--- config.mk ---
export PLATFORM = sky130hd
export DESIGN_NAME = cdl_merge
export DESIGN_NICKNAME = d
export VERILOG_FILES = /design/src/cdl_pkg.sv /design/src/cdl_merge.sv
export SDC_FILE = /design/constraint.sdc
export NUM_CORES = 1
export LEC_CHECK = 0
export ABC_AREA = 1
export BUFFER_PORTS_ARGS = -buffer_cell sky130_fd_sc_hd__buf_4
export CORE_UTILIZATION = 55
export CTS_CLUSTER_DIAMETER = 200
export DETAILED_ROUTE_END_ITERATION = 8
export PLACE_DENSITY_LB_ADDON = 0.05
export REMOVE_ABC_BUFFERS = 1
export SKIP_CTS_REPAIR_TIMING = 1
export SLEW_MARGIN = 20
export SYNTH_ARGS = -nofsm -noshare
export SYNTH_HDL_FRONTEND = slang
export SYNTH_SLANG_ARGS = --single-unit
--- constraint.sdc ---
create_clock -name i_clk -period 5.2 [get_ports i_clk]
set_clock_uncertainty 0.1 [all_clocks]
set_input_delay 0.26 -clock i_clk [delete_from_list [all_inputs] [get_ports i_clk]]
set_output_delay 0.26 -clock i_clk [all_outputs]
set_load 0.01 [all_outputs]
--- src/cdl_pkg.sv ---
// shared constants, types and constant tables of the slope/offset/power grade
package cdl_pkg;

    localparam int SAMPLE_BITS         = 16;
    localparam int LOG_TABLE_ADDR_BITS = 10;
    localparam int NUM_LANES           = 3;
    localparam int COEF_W              = 16;
    localparam int CFG_W               = NUM_LANES * COEF_W;
    localparam int CFG_IDX_W           = 2;

    localparam logic [CFG_IDX_W-1:0] REG_SLOPE  = 2'd0;
    localparam logic [CFG_IDX_W-1:0] REG_OFFSET = 2'd1;
    localparam logic [CFG_IDX_W-1:0] REG_POWER  = 2'd2;

    localparam logic [CFG_W-1:0] CFG_UNITY = {NUM_LANES{16'h1000}};

    localparam int FRAC       = SAMPLE_BITS - 1;
    localparam int COEF_FRAC  = 12;
    localparam int LOG_FRAC   = 16;
    localparam int MANT       = 30;
    localparam int REM_BITS   = MANT - LOG_TABLE_ADDR_BITS;
    localparam int LOG_NODES  = 1 << LOG_TABLE_ADDR_BITS;
    localparam int DL_W       = LOG_FRAC + 1;
    localparam int LOG_ENT_W  = LOG_FRAC + DL_W;
    localparam int PROD_W     = SAMPLE_BITS + COEF_W;
    localparam int B_W        = PROD_W + 1;
    localparam int SUM_W      = PROD_W + 2;
    localparam int E_W        = $clog2(B_W);
    localparam int MSH_W      = B_W + MANT;
    localparam int IP_W       = DL_W + REM_BITS;
    localparam int LG_W       = LOG_FRAC + 8;
    localparam int LP_W       = LG_W + COEF_W + 1;
    localparam int T_W        = LP_W - COEF_FRAC;
    localparam int N_W        = T_W - LOG_FRAC;
    localparam int SHF_W      = N_W + 2;
    localparam int Y_W        = MANT + 1;
    localparam int SH_W       = $clog2(Y_W + 1);
    localparam int RS_W       = Y_W + 2;
    localparam int EXP_STEPS  = LOG_FRAC;

    localparam logic [SAMPLE_BITS-1:0] ONE_SAMPLE = SAMPLE_BITS'(1) << FRAC;
    localparam logic [Y_W-1:0]         ONE_MANT   = Y_W'(1) << MANT;

    typedef enum logic [1:0] {
        MODE_ZERO = 2'd0,
        MODE_ONE  = 2'd1,
        MODE_CALC = 2'd2
    } t_mode;

    typedef struct packed {
        logic                   valid;
        logic [SAMPLE_BITS-1:0] value;
    } t_lane_out;

    typedef logic [NUM_LANES-1:0][SAMPLE_BITS-1:0] t_pixel;

    typedef logic [LOG_ENT_W-1:0] t_log_rom [LOG_NODES];
    typedef logic [Y_W-1:0]       t_roots   [EXP_STEPS];

    // log2 of a Q1.30 mantissa in [1,2] by repeated squaring
    function automatic logic [LOG_FRAC:0] mant_log2(input logic [63:0] m_in);
        logic [63:0]       m;
        logic [LOG_FRAC:0] r;
        m = m_in;
        r = '0;
        if (m >= (64'd2 << MANT)) begin
            return (LOG_FRAC+1)'(1) << LOG_FRAC;
        end
        for (int i = 0; i < LOG_FRAC; i++) begin
            m = (m * m) >> MANT;
            r = r << 1;
            if (m >= (64'd2 << MANT)) begin
                m    = m >> 1;
                r[0] = 1'b1;
            end
        end
        return r;
    endfunction

    // each entry: node value and distance to the next node
    function automatic t_log_rom build_log_rom();
        t_log_rom          rom;
        logic [LOG_FRAC:0] l0;
        logic [LOG_FRAC:0] l1;
        for (int k = 0; k < LOG_NODES; k++) begin
            l0 = mant_log2((64'd1 << MANT) + (64'(k) << REM_BITS));
            l1 = mant_log2((64'd1 << MANT) + (64'(k + 1) << REM_BITS));
            rom[k] = {l0[LOG_FRAC-1:0], DL_W'(l1 - l0)};
        end
        return rom;
    endfunction

    function automatic logic [63:0] int_sqrt(input logic [63:0] v_in);
        logic [63:0] v;
        logic [63:0] res;
        logic [63:0] bitv;
        v    = v_in;
        res  = '0;
        bitv = 64'd1 << 62;
        for (int i = 0; i < 32; i++) begin
            if (v >= res + bitv) begin
                v   = v - (res + bitv);
                res = (res >> 1) + bitv;
            end else begin
                res = res >> 1;
            end
            bitv = bitv >> 2;
        end
        return res;
    endfunction

    // successive square roots of 2.0 in Q1.30
    function automatic t_roots build_roots();
        t_roots      roots;
        logic [63:0] root;
        root = 64'd2 << MANT;
        for (int k = 0; k < EXP_STEPS; k++) begin
            root     = int_sqrt(root << MANT);
            roots[k] = Y_W'(root);
        end
        return roots;
    endfunction

    localparam t_log_rom LOG_ROM   = build_log_rom();
    localparam t_roots   EXP_ROOTS = build_roots();

endpackage

--- src/cdl_merge.sv ---
// joins the three lane results into one pixel, with output register and skid stage
module cdl_merge (
    input  logic                            i_clk,
    input  logic                            i_rst_n,
    input  cdl_pkg::t_lane_out              i_lane [cdl_pkg::NUM_LANES],
    input  logic                            i_stall,
    output logic                            o_en,
    output logic                            o_valid,
    output cdl_pkg::t_pixel                 o_pixel
);
    import cdl_pkg::*;

    logic   r_out_valid;
    logic   r_skid_valid;
    t_pixel r_out_px;
    t_pixel r_skid_px;
    t_pixel lane_px;
    logic   lane_valid;

    always_comb begin
        for (int c = 0; c < NUM_LANES; c++) begin
            lane_px[c] = i_lane[c].value;
        end
        lane_valid = i_lane[0].valid;
    end

    assign o_en = !r_skid_valid;

    always_ff @(posedge i_clk) begin
        if (!i_rst_n) begin
            r_out_valid  <= 1'b0;
            r_skid_valid <= 1'b0;
        end else if (r_out_valid && i_stall) begin
            if (!r_skid_valid && lane_valid) begin
                r_skid_valid <= 1'b1;
            end
        end else if (r_skid_valid) begin
            r_out_valid  <= 1'b1;
            r_skid_valid <= 1'b0;
        end else begin
            r_out_valid <= lane_valid;
        end
    end

    always_ff @(posedge i_clk) begin
        if (r_out_valid && i_stall) begin
            if (!r_skid_valid) begin
                r_skid_px <= lane_px;
            end
        end else if (r_skid_valid) begin
            r_out_px <= r_skid_px;
        end else begin
            r_out_px <= lane_px;
        end
    end

    assign o_valid = r_out_valid;
    assign o_pixel = r_out_px;

    a_lanes_agree: assert property (@(posedge i_clk) disable iff (!i_rst_n)
        (i_lane[0].valid == i_lane[1].valid) && (i_lane[0].valid == i_lane[2].valid))
        else $error("lane valid bits disagree");

    a_skid_needs_out: assert property (@(posedge i_clk) disable iff (!i_rst_n)
        r_skid_valid |-> r_out_valid)
        else $error("skid holds an item while output is empty");

    a_hold_when_stalled: assert property (@(posedge i_clk) disable iff (!i_rst_n)
        (r_out_valid && i_stall) |=> r_out_valid)
        else $error("stalled item dropped");

    a_range: assert property (@(posedge i_clk) disable iff (!i_rst_n)
        r_out_valid |-> ((r_out_px[0] <= ONE_SAMPLE) && (r_out_px[1] <= ONE_SAMPLE)
                         && (r_out_px[2] <= ONE_SAMPLE)))
        else $error("output above 1.0");

endmodule
==> implementation parameters <==
Parameter                              Value

Yosys
  Fraction of the mapped netlist area in compound gates ... less than 1%
  Sequential area share after synthesis ... 82.0%
  Flop and latch count out of synthesis ... 98
  Post-synth top area share ... 80.9%
  Area share of fa/ha/maj cells after synthesis ... 0%
  Simple-Gate Fraction of Synth Area ... 15.7%
  Post-synth EDFFs ... 96
  Prevailing post-synth register cell ... sky130_fd_sc_hd__edfxtp_1
  Most common cell in the synthesized netlist ... sky130_fd_sc_hd__nand2_1
  Post-Synthesis Cells ... 261
  Number of library cell types mapped by synthesis ... 10
  Main combinational cell family by area after synthesis ... simple AND/OR/NAND/NOR gates
  Synth async-reset ratio ... 0%
  Yosys warning total ... 0
  Cell types with the largest area share after synthesis ... sky130_fd_sc_hd__edfxtp_1 (81%), sky130_fd_sc_hd__nand2_1 (15%), sky130_fd_sc_hd__buf_2 (1.3%)
  Mux cell area share after synthesis ... 0%
  Post-Synth XOR/XNOR Area ... 0%
  Yosys top cell by area ... sky130_fd_sc_hd__edfxtp_1
  Post-synthesis area per instance ... between 10 and 15 um2
  Cell types with the highest counts after synthesis ... sky130_fd_sc_hd__nand2_1 (146), sky130_fd_sc_hd__edfxtp_1 (96), sky130_fd_sc_hd__buf_2 (9)
  Total standard cell area after synthesis ... 3560 um2

Hold path
  Hold path startpoint ... i_lane[50]
  Kind of path behind the tightest hold check ... in2reg

Placement
  Number of buffer cells added on primary ports ... 101
  Detailed placer's ending HPWL ... roughly 3.8 mm
  Placer congestion estimate ... 0.697
  Number of placed instances with taps included ... 428

Route
  Number of detailed-routing iterations run before antenna repair ... 4
  Number of nets with antenna violations after detailed routing ... 0
  Number of DRC violations after detailed routing ... 0
  Total wirelength of the detailed-routed design ... 6.41 mm
  Detailed Route Iter0 Violations ... roughly 200
  Wire length per cell after detailed routing ... about 14 um
  Via Count ... approximately 2,200
  Ratio of routed vias to standard cells ... 4.91

Clocking
  Clock transition at the registers of the reported paths ... 0.09 ns
  Library cell used as clock root buffer ... sky130_fd_sc_hd__clkbuf_8
  Clock latency at the later pin of the worst-skew pair ... 0.34 ns
  Number of levels the H-tree was split into ... 3
  Inserted Clock Buffers ... 9
  Total clock sinks ... between 90 and 100
  TritonCTS clock tree ... built
  Longest Clk Path Bufs ... 2

STA
  Number of hold-slack violations in the final timing report ... 0
  Max-slew violation total from the final report ... 0
  Final-layout worst hold slack ... 0.0376 ns
  Slew @ Worst Pin ... 1.02 ns
  Normalized max-slew margin ... 32.0%
  Period Utilization, post-route ... a little under two fifths
  Unrepaired setup endpoints after global routing ... false
  Total Negative Setup Slacks ... 0 ns
  Setup-failing EPs final ... 0
  Highest clock rate ... 520 MHz
  Minimum period implied by the final worst setup slack ... just under 2 ns

Status
  Run status ... finished clean

Cells and area
  Area growth from synthesis to layout ... 27.7%
  Antenna Cells ... 0
  Final-stage net count ... 418
  Number of cells in the finished layout apart from fillers ... 444
  Layout cell share with drive strength beyond 1 ... 32.8%

Critical path
  Startpoint of the worst setup timing path ... r_skid_valid
  Endpoint of the most critical setup path ... o_en
  Slowest cell delay on critical path ... 0.60 ns
  Library cell contributing the largest single delay on the critical path ... sky130_fd_sc_hd__inv_2
  FF-to-FF path depth ... 2
  Arrival time of the worst setup path ... between 1.5 and 2 ns
  Kind of start point of the critical path ... register
  Data required time of the worst path ... approximately 4.8 ns
  WP depth ... 2
  Largest driver fanout on the critical path ... 49
  Setup slack of the worst register-to-register path ... ~3.5 ns
  Worst Path Class, Setup ... reg2out
  Number of buffers and inverters on the critical path ... 2
  Top delay family on crit path ... buffers and inverters
  RR Startpoint ... o_valid
  Kind of end point of the critical path ... output pin
  Endpoint of the lowest-slack register-to-register path ... r_skid_px[24]
  Cell chain of the critical path ... inv_2 > buf_4

Floorplanning
  Area enclosed by the die boundary ... 6800 um2
  Site Rows ... 28
  Initial Util ... 58.5%
  Die Height ... roughly 82 um
  I/O pins ... 104
  Core area ... around 6000 um2
  Horizontal die dimension ... approximately 82 um

Run
  Count of maximum capacitance violations ... 0

GRT
  Global-route wire length before repair ... 9.36 mm
  Overall track demand over capacity in global routing ... approximately a fifth
  Pin count of the biggest net entering global routing ... 51
  Vias in the first global route ... 2,083
  Remaining global-route overflow ... 0
  Number of antenna violations at the first check in global routing ... 0

Power
  Maximum ir drop on the vdd rail ... between 200 and 250 uV
  Power per cell area ... 340 nW/um2
  Power after layout ... 0.00155 W
  Reported leakage power ... 1.97 nW
-- where the power goes --
part           total [W]  leakage (nW)  switching, W  internal, W
Sequential      0.000941         0.959     0.0000142     0.000927
Clock           0.000458        0.0939      0.000242     0.000217
Combinational   0.000148         0.920     0.0000754    0.0000730
Total            0.00155          1.97      0.000331      0.00122
-- final cells by class --
class / instances / area [um2]
Fill cell: 428 / 1550
Tap cell: 75 / 93.8
Timing Repair Buffer: 103 / 773
Clock inverter: 7 / 60.1
Clock buffer: 9 / 124
Multi-Input combinational cell: 150 / 568
Inverter: 2 / 7.51
Sequential cell: 98 / 2920
-- cell families (layout without fill, tap and decap cells) --
logic type	after synthesis	in the layout
AOI/OAI and AO/OA	1	1
and+or+nand+nor	149	149
buffers and inverters	13	121
DFF	98	98
-- per-layer routing --
metal | track usage [%] | vias up | share of wire [%] | wire length, um
li1 | - | 1087 | - | -
met1 | 23.8 | 1005 | 42 | 2680
met2 | 32.7 | 82 | 50 | 3190
met3 | 6.37 | 6 | 7.5 | 483
met4 | 6.21 | 0 | 0.86 | 55
met5 | 0 | - | 0 | 0
-- registers in the layout, indices dropped and copies added (netlist names) --
register / cells
r_skid_valid: 1
o_valid: 1
o_pixel: 48
r_skid_px: 48
-- metrics by stage --
stage / worst slack, ns / instance area (um2) / utilization, %
after floorplan: 2.09 / 3500 / -
after global placement: 3.50 / 4370 / 71.6
after detailed placement: 3.52 / 4370 / 71.6
after CTS: 3.25 / 4550 / 74.7
after global routing: 3.18 / 4550 / 74.7
final: 3.28 / 4550 / 74.7
-- worst min path at each step --
stage              end  slack, ns  cells after the start
2_1_floorplan  o_valid       0.28                      2
3_3_place_gp   o_valid       0.38                      3
3_5_place_dp   o_valid       0.40                      3
4_1_cts        o_valid       0.03                      3
5_1_grt        o_valid       0.03                      3
6_report       o_valid       0.04                      3
-- cells in the final DEF (no fill, tap or decap), drive strengths merged --
cell type	count
dfxtp	2
buf	103
clkbuf	9
edfxtp	96
inv	2
nor2	2
o21ai	1
clkinv	5
nand3	1
clkinvlp	1
bufinv	1
nand2	146
-- worst min-delay path: stages --
cell                      delay [ns]
sky130_fd_sc_hd__buf_4          0.08
sky130_fd_sc_hd__o21ai_0        0.06
sky130_fd_sc_hd__nand2_1        0.05
Note: power is estimated with default switching activity, not from simulation.
